### config.mk
export PLATFORM = sky130hd
export DESIGN_NAME = alarm_trigger_edge_latch
export DESIGN_NICKNAME = d
export VERILOG_FILES = /design/src/hw/rtl/ate_pkg.sv /design/src/hw/rtl/alarm_trigger_edge_latch.sv /design/src/hw/rtl/ate_pick.sv /design/src/hw/rtl/ate_scan.sv
export VERILOG_INCLUDE_DIRS = /design/src /design/src/hw/rtl
export SDC_FILE = /design/constraint.sdc
export NUM_CORES = 1
export LEC_CHECK = 0
export BUFFER_PORTS_ARGS = -buffer_cell sky130_fd_sc_hd__buf_2
export CELL_PAD_IN_SITES_DETAIL_PLACEMENT = 2
export CELL_PAD_IN_SITES_GLOBAL_PLACEMENT = 2
export CORE_MARGIN = 10
export CORE_UTILIZATION = 30
export CTS_CLUSTER_DIAMETER = 40
export DETAILED_ROUTE_END_ITERATION = 10
export PLACE_DENSITY_LB_ADDON = 0.1
export SETUP_SLACK_MARGIN = 0.15
export SLEW_MARGIN = 20
export SYNTH_ARGS = -nofsm -noshare
export SYNTH_HDL_FRONTEND = slang
export SYNTH_HIERARCHICAL = 1
export SYNTH_SLANG_ARGS = --single-unit
### constraint.sdc
create_clock -name clk_i -period 5.2 [get_ports clk_i]
set_input_delay 0.52 -clock clk_i [delete_from_list [all_inputs] [get_ports clk_i]]
set_output_delay 0.52 -clock clk_i [all_outputs]
set_load 0.02 [all_outputs]
### src/hw/rtl/alarm_trigger_edge_latch_defines.svh
// ----------------------------------------------------------------------------
// Alarm trigger edge latch assertion macros
// Concurrent assertion helpers clocked on clk_i and disabled during reset.
// ----------------------------------------------------------------------------
`ifndef ALARM_TRIGGER_EDGE_LATCH_DEFINES_SVH
`define ALARM_TRIGGER_EDGE_LATCH_DEFINES_SVH

`ifndef SYNTHESIS

`define ATE_ASSERT_IMP(name, ante, cons, msg) \
  name: assert property (@(posedge clk_i) disable iff (!rst_ni) (ante) |-> (cons)) \
    else $error(msg);

`define ATE_ASSERT_NXT(name, ante, cons, msg) \
  name: assert property (@(posedge clk_i) disable iff (!rst_ni) (ante) |=> (cons)) \
    else $error(msg);

`else

`define ATE_ASSERT_IMP(name, ante, cons, msg)

`define ATE_ASSERT_NXT(name, ante, cons, msg)

`endif

`endif

### src/hw/rtl/ate_pkg.sv
`timescale 1ns / 1ps
// ----------------------------------------------------------------------------
// Alarm trigger edge latch package
// Beat types, field widths and reset constants shared by all modules.
// ----------------------------------------------------------------------------
package ate_pkg;

  localparam int unsigned VecW         = 8;
  localparam int unsigned SlotW        = 3;
  localparam int unsigned LowRunW      = 8;
  localparam int unsigned RearmW       = 8;
  localparam int unsigned NumInputsDef = 8;

  localparam logic [LowRunW-1:0] LowRunMax  = 8'd255;
  localparam logic [RearmW-1:0]  RearmReset = 8'd4;

  typedef struct packed {
    logic [VecW-1:0] inputs_now;
    logic            take_alarm;
    logic            take_return;
  } in_beat_t;

  typedef struct packed {
    logic [VecW-1:0]  cleared_mask;
    logic             alarm_found;
    logic [SlotW-1:0] alarm_slot;
    logic             return_found;
    logic [SlotW-1:0] return_slot;
  } out_beat_t;

endpackage

### src/hw/rtl/alarm_trigger_edge_latch.sv
`timescale 1ns / 1ps
// ----------------------------------------------------------------------------
// Alarm trigger edge latch
// A beat in the input register has its result registered once the output advances.
// Throughput: one beat per cycle unless stalled, set by the single scan stage.
// Reset clears all flags and low-run counters and sets rearm_q to four.
// The input register and the result register are both empty after reset.
// ----------------------------------------------------------------------------
module alarm_trigger_edge_latch
  import ate_pkg::*;
#(
  parameter int unsigned NumInputs = NumInputsDef
) (
  input  logic              clk_i,
  input  logic              rst_ni,
  input  logic              in_valid_i,
  output logic              in_stall_o,
  input  in_beat_t          in_beat_i,
  output logic              out_valid_o,
  input  logic              out_stall_i,
  output out_beat_t         out_beat_o,
  input  logic              cfg_we_i,
  input  logic [RearmW-1:0] cfg_data_i
);

  logic              in_valid_q;
  in_beat_t          in_beat_q;
  logic              out_valid_q;
  out_beat_t         out_beat_q;
  out_beat_t         result;
  logic [RearmW-1:0] rearm_q;
  logic              advance;
  logic              step;

  assign advance    = !out_valid_q || !out_stall_i;
  assign step       = in_valid_q && advance;
  assign in_stall_o = in_valid_q && !advance;

  always_ff @(posedge clk_i or negedge rst_ni) begin
    if (!rst_ni) begin
      rearm_q <= RearmReset;
    end else if (cfg_we_i) begin
      rearm_q <= cfg_data_i;
    end
  end

  always_ff @(posedge clk_i or negedge rst_ni) begin
    if (!rst_ni) begin
      in_valid_q  <= 1'b0;
      out_valid_q <= 1'b0;
    end else begin
      if (!in_stall_o) begin
        in_valid_q <= in_valid_i;
      end
      if (advance) begin
        out_valid_q <= in_valid_q;
      end
    end
  end

  always_ff @(posedge clk_i) begin
    if (in_valid_i && !in_stall_o) begin
      in_beat_q <= in_beat_i;
    end
    if (step) begin
      out_beat_q <= result;
    end
  end

  ate_scan #(
    .NumInputs(NumInputs)
  ) u_scan (
    .clk_i   (clk_i),
    .rst_ni  (rst_ni),
    .en_i    (step),
    .beat_i  (in_beat_q),
    .rearm_i (rearm_q),
    .result_o(result)
  );

  assign out_valid_o = out_valid_q;
  assign out_beat_o  = out_beat_q;

endmodule

### src/hw/rtl/ate_pick.sv
`timescale 1ns / 1ps
// ----------------------------------------------------------------------------
// Lowest set bit picker
// Isolates the lowest request, encodes its slot modulo eight and builds the
// mask of all positions up to and including it.
// ----------------------------------------------------------------------------
module ate_pick
  import ate_pkg::*;
#(
  parameter int unsigned Width = NumInputsDef
) (
  input  logic [Width-1:0] req_i,
  output logic             found_o,
  output logic [SlotW-1:0] slot_o,
  output logic [Width-1:0] upto_o
);

  logic [Width-1:0] lowest;

  assign lowest   = req_i & (~req_i + Width'(1));
  assign upto_o   = req_i ^ (req_i - Width'(1));
  assign found_o  = |req_i;

  always_comb begin
    slot_o = '0;
    for (int j = 0; j < int'(Width); j++) begin
      if (lowest[j]) begin
        slot_o = slot_o | SlotW'(j);
      end
    end
  end

endmodule

### src/hw/rtl/ate_scan.sv
`timescale 1ns / 1ps
`include "alarm_trigger_edge_latch_defines.svh"
// ----------------------------------------------------------------------------
// Alarm trigger edge latch scan stage
// Holds the per-input flags and low-run counters, applies one scan tick and
// the optional alarm and return takes, and forms the result beat.
// ----------------------------------------------------------------------------
module ate_scan
  import ate_pkg::*;
#(
  parameter int unsigned NumInputs = NumInputsDef
) (
  input  logic              clk_i,
  input  logic              rst_ni,
  input  logic              en_i,
  input  in_beat_t          beat_i,
  input  logic [RearmW-1:0] rearm_i,
  output out_beat_t         result_o
);

  logic [NumInputs-1:0] armed_q, armed_d;
  logic [NumInputs-1:0] pa_q, pa_d;
  logic [NumInputs-1:0] pr_q, pr_d;
  logic [LowRunW-1:0]   low_run_q [NumInputs];
  logic [LowRunW-1:0]   low_run_d [NumInputs];

  logic [NumInputs-1:0] lvl;
  logic [NumInputs-1:0] disarm;
  logic [NumInputs-1:0] arm_new;
  logic [NumInputs-1:0] pa_scan;
  logic [NumInputs-1:0] pr_scan;
  logic [NumInputs-1:0] hit;
  logic [VecW-1:0]      cleared;

  logic                 a_found, r_found;
  logic [SlotW-1:0]     a_slot, r_slot;
  logic [NumInputs-1:0] a_upto;
  logic [NumInputs-1:0] r_upto;

  for (genvar i = 0; i < NumInputs; i++) begin : g_lvl
    if (i < VecW) begin : g_in
      assign lvl[i] = beat_i.inputs_now[i];
    end else begin : g_low
      assign lvl[i] = 1'b0;
    end
  end

  for (genvar b = 0; b < VecW; b++) begin : g_clr
    if (b < NumInputs) begin : g_in
      assign cleared[b] = disarm[b];
    end else begin : g_none
      assign cleared[b] = 1'b0;
    end
  end

  always_comb begin
    for (int i = 0; i < int'(NumInputs); i++) begin
      if (lvl[i]) begin
        low_run_d[i] = '0;
      end else if (low_run_q[i] == LowRunMax) begin
        low_run_d[i] = LowRunMax;
      end else begin
        low_run_d[i] = low_run_q[i] + LowRunW'(1);
      end
      disarm[i]  = !lvl[i] && armed_q[i] && (low_run_d[i] >= rearm_i);
      arm_new[i] = lvl[i] && !armed_q[i] && !pa_q[i];
    end
  end

  assign armed_d = (armed_q & ~disarm) | arm_new;
  assign pa_scan = pa_q | arm_new;
  assign pr_scan = pr_q | disarm;
  assign hit     = pa_scan & lvl;

  ate_pick #(
    .Width(NumInputs)
  ) u_pick_alarm (
    .req_i   (hit),
    .found_o (a_found),
    .slot_o  (a_slot),
    .upto_o  (a_upto)
  );

  ate_pick #(
    .Width(NumInputs)
  ) u_pick_return (
    .req_i   (pr_scan),
    .found_o (r_found),
    .slot_o  (r_slot),
    .upto_o  (r_upto)
  );

  // A take drops every pending alarm up to the chosen one; those below it are low.
  assign pa_d = beat_i.take_alarm ? (pa_scan & ~a_upto) : pa_scan;
  assign pr_d = beat_i.take_return ? (pr_scan & ~r_upto) : pr_scan;

  always_comb begin
    result_o.cleared_mask = cleared;
    result_o.alarm_found  = beat_i.take_alarm && a_found;
    result_o.alarm_slot   = beat_i.take_alarm ? a_slot : '0;
    result_o.return_found = beat_i.take_return && r_found;
    result_o.return_slot  = beat_i.take_return ? r_slot : '0;
  end

  always_ff @(posedge clk_i or negedge rst_ni) begin
    if (!rst_ni) begin
      armed_q <= '0;
      pa_q    <= '0;
      pr_q    <= '0;
      for (int i = 0; i < int'(NumInputs); i++) begin
        low_run_q[i] <= '0;
      end
    end else if (en_i) begin
      armed_q <= armed_d;
      pa_q    <= pa_d;
      pr_q    <= pr_d;
      for (int i = 0; i < int'(NumInputs); i++) begin
        low_run_q[i] <= low_run_d[i];
      end
    end
  end

  `ATE_ASSERT_IMP(a_disarm_armed, en_i, ((disarm & ~armed_q) == '0), "disarm of unarmed input")
  `ATE_ASSERT_IMP(a_arm_pending, en_i, ((arm_new & ~pa_scan) == '0), "arm without pending alarm")
  `ATE_ASSERT_NXT(a_return_kept, en_i && !beat_i.take_return, ((pr_q & $past(disarm)) == $past(disarm)), "return lost")
  `ATE_ASSERT_NXT(a_hold_idle, !en_i, $stable(armed_q) && $stable(pa_q) && $stable(pr_q), "state moved without scan")
  `ATE_ASSERT_IMP(a_alarm_high, en_i && result_o.alarm_found, ((hit & a_upto) != '0), "taken alarm not high")

endmodule
==> metrics.yaml, run 1 <==
outcome: "finished, final reports clean"
finalSetupTns_ns: 0
die_area_um2: 36800
ctsResizeCount: 0
cp.required_ns: 5.52
slew_headroom: 0.310
dr.first_iter.drc_count: 285
grt_max_degree: 59
tritoncts: "built"
clk_latency_ns: 0.44
synth_cell_type_count: 59
worst_pin_slew_ns: 1.03
port_buffers: 40
cap_viol_max_count: 0
yosysTopAreaCellShare: 0.274
hold_buffers: 0
finalSetupViolCount: 0
max_freq_ghz: 0.216
r2r_end: "u_scan/pr_q[5]$_DFFE_PN0P_"
grt_pass1_vias: 7997
p_total_uw: 3100
startpoint: "u_scan/low_run_q[24]$_DFFE_PN0P_"
r2r_slack_ns: 0.56
fin_skew_ns: 0.0132
wl_mm: 26.9
ios: 41
synth.ff_latch_count: 124
drv_slew: 0
vias_per_cell: 5.37
period_share: 0.892
syn_area_per_cell_um2: 9.14
grtUsageTotal: 0.151
yosysWarnings: 6
synth_edf_count: 26
crit_path_end_kind: "flip-flop"
grt-ovfl-total: 0
grt_pass1_wl_mm: 44.0
peakVddDrop_mv: 0.221
arrival_ns: 4.96
num_rows: 62
hp-class: "input port to asynchronous set/reset pin"
clkTransAtPathRegs_ns: 0.07
regToRegStartpoint: "u_scan/low_run_q[24]$_DFFE_PN0P_"
start_kind: "flip-flop"
fillCellCount: 3245
numCtsBuffers: 17
ctsHtreeMaxLevel: 4
rsz0062_at_grt: "no"
rr_worst_depth: 15
hold-worst-slack_ns: 0.197
powerDensity_nw_per_um2: 312
yosys.area.top_type: "dfrtp_1"
detail_route.wl_per_cell_um: 19.6
drtAntennaViolNets: 0
nets: 1080
vias: 7395
layout_commonest_cell: "a21oi_1"
area_delta_synth_final_pct: 12.0
clockBufferDepth: 2
dr.pass1.iters: 4
cts_sinks: 124
drive_gt1_frac: 0.158
critical_path_class: "flip-flop to flip-flop"
finalHoldViolCount: 0
async_flop_share: 0.790
cp_max_fo: 10
leakage_uw: 0.00442
diodes: 0
initial_core_util: 0.306
synth_area_leaders: "dfrtp_1 (27%), ha_1 (11%), edfxtp_1 (8.8%)"
dp_hpwl_mm: 18.9
ys_seq_area_frac: 0.365
core_area_um2: 28900
cts-root-buf: "clkbuf_16"
die_y_um: 192
grt_antenna_before_repair: 1
cts_setup_buffers: 0
yosys_most_used_dff: "dfrtp_1"
postSynthCellCount: 970
place_congestion: 0.749
final_cell_mix: "a21oi_1 (139), dfrtp_1 (97), inv_1 (82), ha_1 (78), buf_2 (39)"
final_core_util: 0.343
syn-cell-area_um2: 8860
synth_nets: 1071
drc: 0
fin_crit_ns: 4.64
die_x_um: 192
==> routing by layer <==
layer / global-route usage / up-vias / part of all wire
met3: 0.0279 / 18 / 0.028
li1: - / 3606 / -
met4: 0.0370 / 0 / 0.0082
met1: 0.201 / 3711 / 0.50
met2: 0.246 / 60 / 0.46
met5: 0 / - / 0
==> power by group <==
part           internal (uW)  total, uW  switching [uW]
combinational            291        693             402
clock                    684       1180             494
sequential              1090       1230             132
total                   2070       3100            1030
==> cell families (layout without fill, tap and decap cells) <==
group / count (synthesis) / count (layout) / share of synthesized area
compound gates: 322 / 322 / 0.233
mux: 27 / 27 / 0.0366
flops: 124 / 124 / 0.365
simple gates: 249 / 249 / 0.163
xor+xnor: 28 / 28 / 0.0277
fa+ha+maj: 78 / 78 / 0.110
other cells: 2 / 2 / 0.000847
buf+inv: 140 / 162 / 0.0642
==> cells in the mapped netlist (18+ instances only) <==
master,count
clkbuf_1,35
nor2_1,32
and3_1,24
a21oi_1,139
inv_1,82
dfrtp_1,97
and2_1,18
nand3_1,20
nor3_1,32
a31oi_1,34
ha_1,78
edfxtp_1,26
o21ai_0,29
a31o_2,23
nand2_1,37
a21o_1,28
xnor2_1,28
==> through the flow <==
step,setup slack (ns),area (um^2),cells
after floorplan,1.23,8860,970
after global placement,0.719,9360,1344
after detailed placement,0.598,9360,1344
after CTS,0.556,9930,1376
after global routing,0.168,9930,1376
final,0.562,9930,1376
==> state kept, by name, summed over array words and instances (netlist names) <==
signal            flops
in_valid_q            1
out_beat_o           16
u_scan/pr_q           8
u_scan/pa_q           8
out_valid_o           1
u_scan/armed_q        8
rearm_q               8
u_scan/low_run_q     64
in_beat_q            10
==> how the worst max path moves through the flow <==
stage / cells past startpoint / slack, ns / end
CTS: 15 / 0.56 / u_scan/pr_q[5]$_DFFE_PN0P_
global placement: 15 / 0.72 / u_scan/pr_q[5]$_DFFE_PN0P_
global route: 15 / 0.17 / u_scan/pr_q[5]$_DFFE_PN0P_
floorplan: 16 / 1.23 / u_scan/pr_q[6]$_DFFE_PN0P_
detailed placement: 15 / 0.60 / u_scan/pr_q[5]$_DFFE_PN0P_
finish: 15 / 0.56 / u_scan/pr_q[5]$_DFFE_PN0P_
==> layout make-up <==
| cell class | count | area, um^2 | area share |
|---|---|---|---|
| Multi-Input combinational cell | 706 | 5070 | 0.511 |
| Sequential cell | 124 | 3230 | 0.326 |
| Tap cell | 384 | 480 | 0.0484 |
| Clock buffer | 19 | 453 | 0.0456 |
| Inverter | 82 | 308 | 0.0310 |
| Timing Repair Buffer | 48 | 263 | 0.0265 |
| Clock inverter | 13 | 118 | 0.0118 |
==> critical path, stage by stage, from the launching register on <==
cell       delay (ns)
dfrtp_1          0.42
ha_1             0.29
nand2_1          0.12
or3_1            0.54
a21o_1           0.26
ha_1             0.26
nand2b_1         0.14
a2111oi_1        0.62
o221a_2          0.35
o31ai_1          0.19
or3_4            0.47
nor3_1           0.18
nand3_1          0.14
nand4_1          0.18
nor3_1           0.05
or2_2            0.32
Power figures use the tool's default switching activity.
==> run 2, diff against run 1 <==
CELL_PAD_IN_SITES_DETAIL_PLACEMENT = 0   (was 2)
CELL_PAD_IN_SITES_GLOBAL_PLACEMENT = 1   (was 2)
==> run 2 against run 1 <==
Effect of this change:
- sequential cell count did not move
- maximum frequency increased by 2.3%
- sequential power about the same
- non-clock buffer count is 1 lower
- final cell count hardly changed
- sequential share of layout area about the same
- via count decreased by 4.3%
- critical endpoint is now u_scan/pr_q[6]$_DFFE_PN0P_
- largest power group unchanged
==> metrics.yaml, run 2 (same netlist as run 1, synthesis figures left out) <==
dr.pass1.iters: 5  # +1
layout_commonest_cell: "a21oi_1"
layout_setup_ws_ns: 0.665  # +0.103 ns
cts_sinks: 124  # unchanged
pre_cts_slack_ns: 0.663  # +0.0655 ns
vias: 7077  # -4.3%
ctsResizeCount: 0  # unchanged
dp_hpwl_mm: 16.6  # -12%
drive_gt1_frac: 0.152  # -0.00589
final_cell_mix: "a21oi_1 (139), dfrtp_1 (97), inv_1 (82), ha_1 (78), buf_2 (39)"
peakVddDrop_mv: 0.196  # -12%
core_area_um2: 28900  # unchanged
max_freq_ghz: 0.220  # +2.3%
cp_common_cell: "ha_1"
top_usage_layer: "met2"
grt_pass1_vias: 7113  # -11%
r2r_slack_ns: 0.66  # +0.10 ns
ctsHtreeMaxLevel: 4  # unchanged
grtUsageTotal: 0.133  # -0.0173
stdcell_count: 1375  # -0.073%
fin_crit_ns: 4.54  # -0.103 ns
cp.required_ns: 5.51  # about the same
die_y_um: 192  # unchanged
detail_route.wl_per_cell_um: 17.2  # -12%
largest_register_ffs: 64  # unchanged
finalSetupTns_ns: 0  # unchanged
grt.met2_usage: 0.205  # -0.0412
crit_path_end_kind: "flip-flop"
cts_setup_buffers: 0  # unchanged
numCtsBuffers: 17  # unchanged
period_share: 0.872  # -0.0198
place_congestion: 0.756  # +0.92%
clockBufferDepth: 2  # unchanged
port_buffers: 40  # unchanged
outcome: "finished, final reports clean"
die_area_um2: 36800  # unchanged
die_x_um: 192  # unchanged
dr.first_iter.drc_count: 368  # +29%
start_kind: "flip-flop"
initial_core_util: 0.306  # unchanged
rr_worst_depth: 15  # unchanged
rsz0062_at_grt: "no"
tritoncts: "built"
hp-class: "input port to asynchronous set/reset pin"
nets: 1079  # -0.093%
dp_cells: 1343  # -0.074%
startpoint: "u_scan/low_run_q[24]$_DFFE_PN0P_"
cts-root-buf: "clkbuf_16"
largest_register: "u_scan/low_run_q"
cp_cell_sequence: "ha_1 -> nand2_1 -> or3_1 -> a21o_1 -> ha_1 -> nand2b_1 -> a2111oi_1 -> o221a_2 -> o31ai_1 -> or3_4 -> nor3b_2 -> nand3_1 -> nand4_1 -> nor3_1 -> or2_2"
leakage_uw: 0.00441  # -0.18%
r2r_end: "u_scan/pr_q[6]$_DFFE_PN0P_"
drtAntennaViolNets: 0  # unchanged
wl_mm: 23.6  # -12%
clk_latency_ns: 0.43  # about the same
drc: 0  # unchanged
power.sequential.fraction: 0.395  # about the same
critical_path_class: "flip-flop to flip-flop"
cap_viol_max_count: 0  # unchanged
area_delta_synth_final_pct: 12.1
combPwrFrac: 0.213  # -0.011
vias_per_cell: 5.15  # -4.2%
final_core_util: 0.343  # +0.000346
grt_pass1_wl_mm: 38.9  # -12%
arrival_ns: 4.84  # -0.12 ns
slowest_stage: "a2111oi_1"
drv_slew: 0  # unchanged
grt_util_met1: 0.186  # -0.0145
internal-power_uw: 2130  # +3.1%
grtUsageMet3: 0.0263  # -0.00163
finalHoldViolCount: 0  # unchanged
grt_max_degree: 70  # +19%
p_sw_frac: 0.311  # -0.0213
cp_max_fo: 10  # unchanged
grt-ovfl-total: 0  # unchanged
hold_buffers: 0  # unchanged
slew_headroom: 0.378  # +0.0680
grt_antenna_before_repair: 0  # -1
clkTransAtPathRegs_ns: 0.06  # about the same
finalSetupViolCount: 0  # unchanged
max_stage_delay_ns: 0.60  # -0.02 ns
diodes: 0  # unchanged
ios: 41  # unchanged
hold-worst-slack_ns: 0.127  # -0.0699 ns
power.switching_uw: 961  # -6.5%
p_clk_frac: 0.392  # +0.012
powerDensity_nw_per_um2: 311  # -0.20%
regToRegStartpoint: "u_scan/low_run_q[24]$_DFFE_PN0P_"
num_rows: 62  # unchanged
fin_skew_ns: 0.0117  # -0.00148 ns
worst_pin_slew_ns: 0.934  # -0.0994 ns
## run 2: area by class of cell
| class | instances | area, um^2 |
|---|---|---|
| Inverter | 82 | 308 |
| Tap cell | 384 | 480 |
| Fill cell | 2979 | 19000 |
| Clock inverter | 11 | 144 |
| Clock buffer | 21 | 440 |
| Sequential cell | 124 | 3230 |
| Multi-Input combinational cell | 706 | 5070 |
| Timing Repair Buffer | 47 | 259 |
## run 2: critical path: cells and delay by family, from the launching register on
| family | cells | cell delay [ns] |
|---|---|---|
| simple gates | 9 | 2.08 |
| compound gates | 4 | 1.38 |
| fa+ha+maj | 2 | 0.54 |
| flops | 1 | 0.41 |
## run 2: per-stage QoR
step                      area (um^2)  power (uW)
after detailed placement         9350        1910
after global placement           9350        1910
after CTS                        9930        3160
final                            9940        3090
after floorplan                  8860        1710
after global routing             9940        3320
## run 2: power groups by stage
stage	Combinational, uW	Clock (uW)	Sequential, uW
2_1_floorplan	507	0	1200
3_3_place_gp	671	0	1240
3_5_place_dp	670	0	1240
4_1_cts	674	1260	1220
5_1_grt	774	1300	1250
6_report	660	1210	1220
## run 2: how the worst max path moves through the flow
stage,slack [ns],endpoint,cells past startpoint
finish,0.66,u_scan/pr_q[6]$_DFFE_PN0P_,15
global route,0.30,u_scan/pr_q[6]$_DFFE_PN0P_,15
CTS,0.64,u_scan/pr_q[5]$_DFFE_PN0P_,15
detailed placement,0.66,u_scan/pr_q[5]$_DFFE_PN0P_,15
global placement,0.73,u_scan/pr_q[5]$_DFFE_PN0P_,15
floorplan,1.23,u_scan/pr_q[6]$_DFFE_PN0P_,16
## run 2: per-layer routing
layer,vias up,share of wire
met5,-,0
met4,0,0.010
met3,18,0.029
met2,73,0.45
met1,3364,0.51
li1,3622,-
==> run 3, diff against run 2 <==
CORE_UTILIZATION = 49   (was 30)
SETUP_SLACK_MARGIN = unset   (was 0.15)
==> run 3 against run 2 <==
Effect of this change:
- via count rose by 1.1%
- critical path depth did not move
- critical endpoint is now u_scan/pr_q[5]$_DFFE_PN0P_
- die area fell by 35%
- total power rose by 0.38%
- global-route usage rose by 4.4 points
- worst setup slack got worse by 0.0085 ns
- highest routed layer unchanged
==> metrics.yaml, run 3 (same netlist as run 1, synthesis figures left out) <==
clk_latency_ns: 0.42  # about the same
rsz0062_at_grt: "no"
peakVddDrop_mv: 0.242  # +24%
fillCellCount: 1610  # -46%
critPathCapture: "u_scan/pr_q[5]$_DFFE_PN0P_"
cts_setup_buffers: 0  # unchanged
numCtsBuffers: 17  # unchanged
startpoint: "u_scan/low_run_q[24]$_DFFE_PN0P_"
place_congestion: 0.842  # +11%
layout_commonest_cell: "a21oi_1"
combPwrFrac: 0.212  # about the same
cap_viol_max_count: 0  # unchanged
regToRegStartpoint: "u_scan/low_run_q[24]$_DFFE_PN0P_"
drv_slew: 0  # unchanged
grt_max_degree: 82  # +17%
ios: 41  # unchanged
dp_hpwl_mm: 14.4  # -14%
finalHoldViolCount: 0  # unchanged
diodes: 0  # unchanged
r2r_slack_ns: 0.66  # about the same
r2r_end: "u_scan/pr_q[5]$_DFFE_PN0P_"
slew_headroom: 0.397  # +0.0195
vias_per_cell: 5.88  # +14%
die_y_um: 154  # -19%
grt_pass1_vias: 6789  # -4.6%
drive_gt1_frac: 0.155  # +0.00249
final_cell_mix: "a21oi_1 (139), dfrtp_1 (97), inv_1 (82), ha_1 (78), buf_2 (39)"
stdcell_count: 1217  # -11%
num_rows: 49  # -21%
power.sequential.fraction: 0.393  # -0.002
nets: 1076  # -0.28%
crit_path_end_kind: "flip-flop"
detail_route.wl_per_cell_um: 17.3  # +0.57%
tritoncts: "built"
vias: 7153  # +1.1%
hold_buffers: 0  # unchanged
grtUsageTotal: 0.177  # +0.0440
cp.required_ns: 5.50  # about the same
worst_pin_slew_ns: 0.897  # -0.0369 ns
drtAntennaViolNets: 0  # unchanged
drc: 0  # unchanged
layout_setup_ws_ns: 0.656  # -0.00852 ns
dp_cells: 1185  # -12%
start_kind: "flip-flop"
powerDensity_nw_per_um2: 319  # +2.4%
die_x_um: 154  # -19%
initial_core_util: 0.495  # +0.189
p_sw_frac: 0.309  # -0.00193
dr.pass1.iters: 5  # unchanged
area_delta_synth_final_pct: 9.90
p_clk_frac: 0.395  # +0.003
leakage_uw: 0.00441  # about the same
cp_max_fo: 10  # unchanged
rr_worst_depth: 15  # unchanged
clkTransAtPathRegs_ns: 0.06  # about the same
clockBufferDepth: 2  # unchanged
power.switching_uw: 959  # -0.25%
die_area_um2: 23900  # -35%
internal-power_uw: 2150  # +0.66%
fin_skew_ns: 0.00603  # -0.00570 ns
wl_mm: 21.0  # -11%
ctsHtreeMaxLevel: 4  # unchanged
pre_cts_slack_ns: 0.671  # +0.00754 ns
hp-class: "input port to asynchronous set/reset pin"
arrival_ns: 4.85  # about the same
critical_path_class: "flip-flop to flip-flop"
finalSetupTns_ns: 0  # unchanged
period_share: 0.874  # +0.00164
largest_register: "u_scan/low_run_q"
dr.first_iter.drc_count: 438  # +19%
finalSetupViolCount: 0  # unchanged
fin_crit_ns: 4.54  # +0.00852 ns
port_buffers: 40  # unchanged
outcome: "finished, final reports clean"
grt_pass1_wl_mm: 34.7  # -11%
ctsResizeCount: 0  # unchanged
grt-ovfl-total: 0  # unchanged
cts_sinks: 124  # unchanged
core_area_um2: 17900  # -38%
largest_register_ffs: 64  # unchanged
max_freq_ghz: 0.220  # -0.19%
cts-root-buf: "clkbuf_16"
grt_antenna_before_repair: 0  # unchanged
final_core_util: 0.544  # +0.201
run 3: cell type report:
| class | instances | area (um^2) | area share |
|---|---|---|---|
| Clock buffer | 18 | 439 | 0.0451 |
| Clock inverter | 14 | 169 | 0.0173 |
| Timing Repair Buffer | 44 | 233 | 0.0239 |
| Sequential cell | 124 | 3230 | 0.332 |
| Inverter | 82 | 308 | 0.0316 |
| Multi-Input combinational cell | 706 | 5070 | 0.521 |
| Tap cell | 229 | 287 | 0.0294 |
run 3: worst min path at each step:
stage                                      start                          endpoint  slack (ns)  cells after the start
after floorplan                           rst_ni            in_valid_q$_DFFE_PN0N_        0.22                      0
after global placement    in_valid_q$_DFFE_PN0N_           out_valid_o$_DFFE_PN0P_        0.48                      1
after detailed placement  in_valid_q$_DFFE_PN0N_           out_valid_o$_DFFE_PN0P_        0.47                      1
after CTS                                 rst_ni  u_scan/low_run_q[29]$_DFFE_PN0P_        0.20                      1
after global routing                      rst_ni  u_scan/low_run_q[29]$_DFFE_PN0P_        0.24                      1
final                                     rst_ni  u_scan/low_run_q[29]$_DFFE_PN0P_        0.18                      1
run 3: per-layer routing:
layer,share of wire,GRT usage
met5,0,0
met4,0.0091,0.0454
met3,0.036,0.0408
met2,0.45,0.270
met1,0.50,0.247
run 3: power groups by stage:
stage	Clock [uW]	Sequential (uW)	Combinational, uW
after global routing	1300	1240	752
after floorplan	0	1200	507
after detailed placement	0	1240	654
final	1230	1220	657
after global placement	0	1230	646
after CTS	1250	1220	660
run 3: worst max-delay path, cell delays in order, from the launching register on:
cell and delay, ns:
dfrtp_1 0.42, ha_1 0.27, nand2_1 0.11, or3_1 0.52
a21o_1 0.25, ha_1 0.26, nand2b_1 0.15, a2111oi_1 0.64
o221a_2 0.33, o31ai_1 0.18, or3_4 0.46, nor3_1 0.18
nand3_1 0.13, nand4_1 0.15, nor3_1 0.06, or2_2 0.31
run 3: stage by stage:
stage          power (uW)  hold WS [ns]  area (um^2)
2_1_floorplan        1710         0.224         8860
3_3_place_gp         1880         0.476         9130
3_5_place_dp         1890         0.472         9130
4_1_cts              3130         0.203         9740
5_1_grt              3290         0.238         9740
6_report             3110         0.181         9740
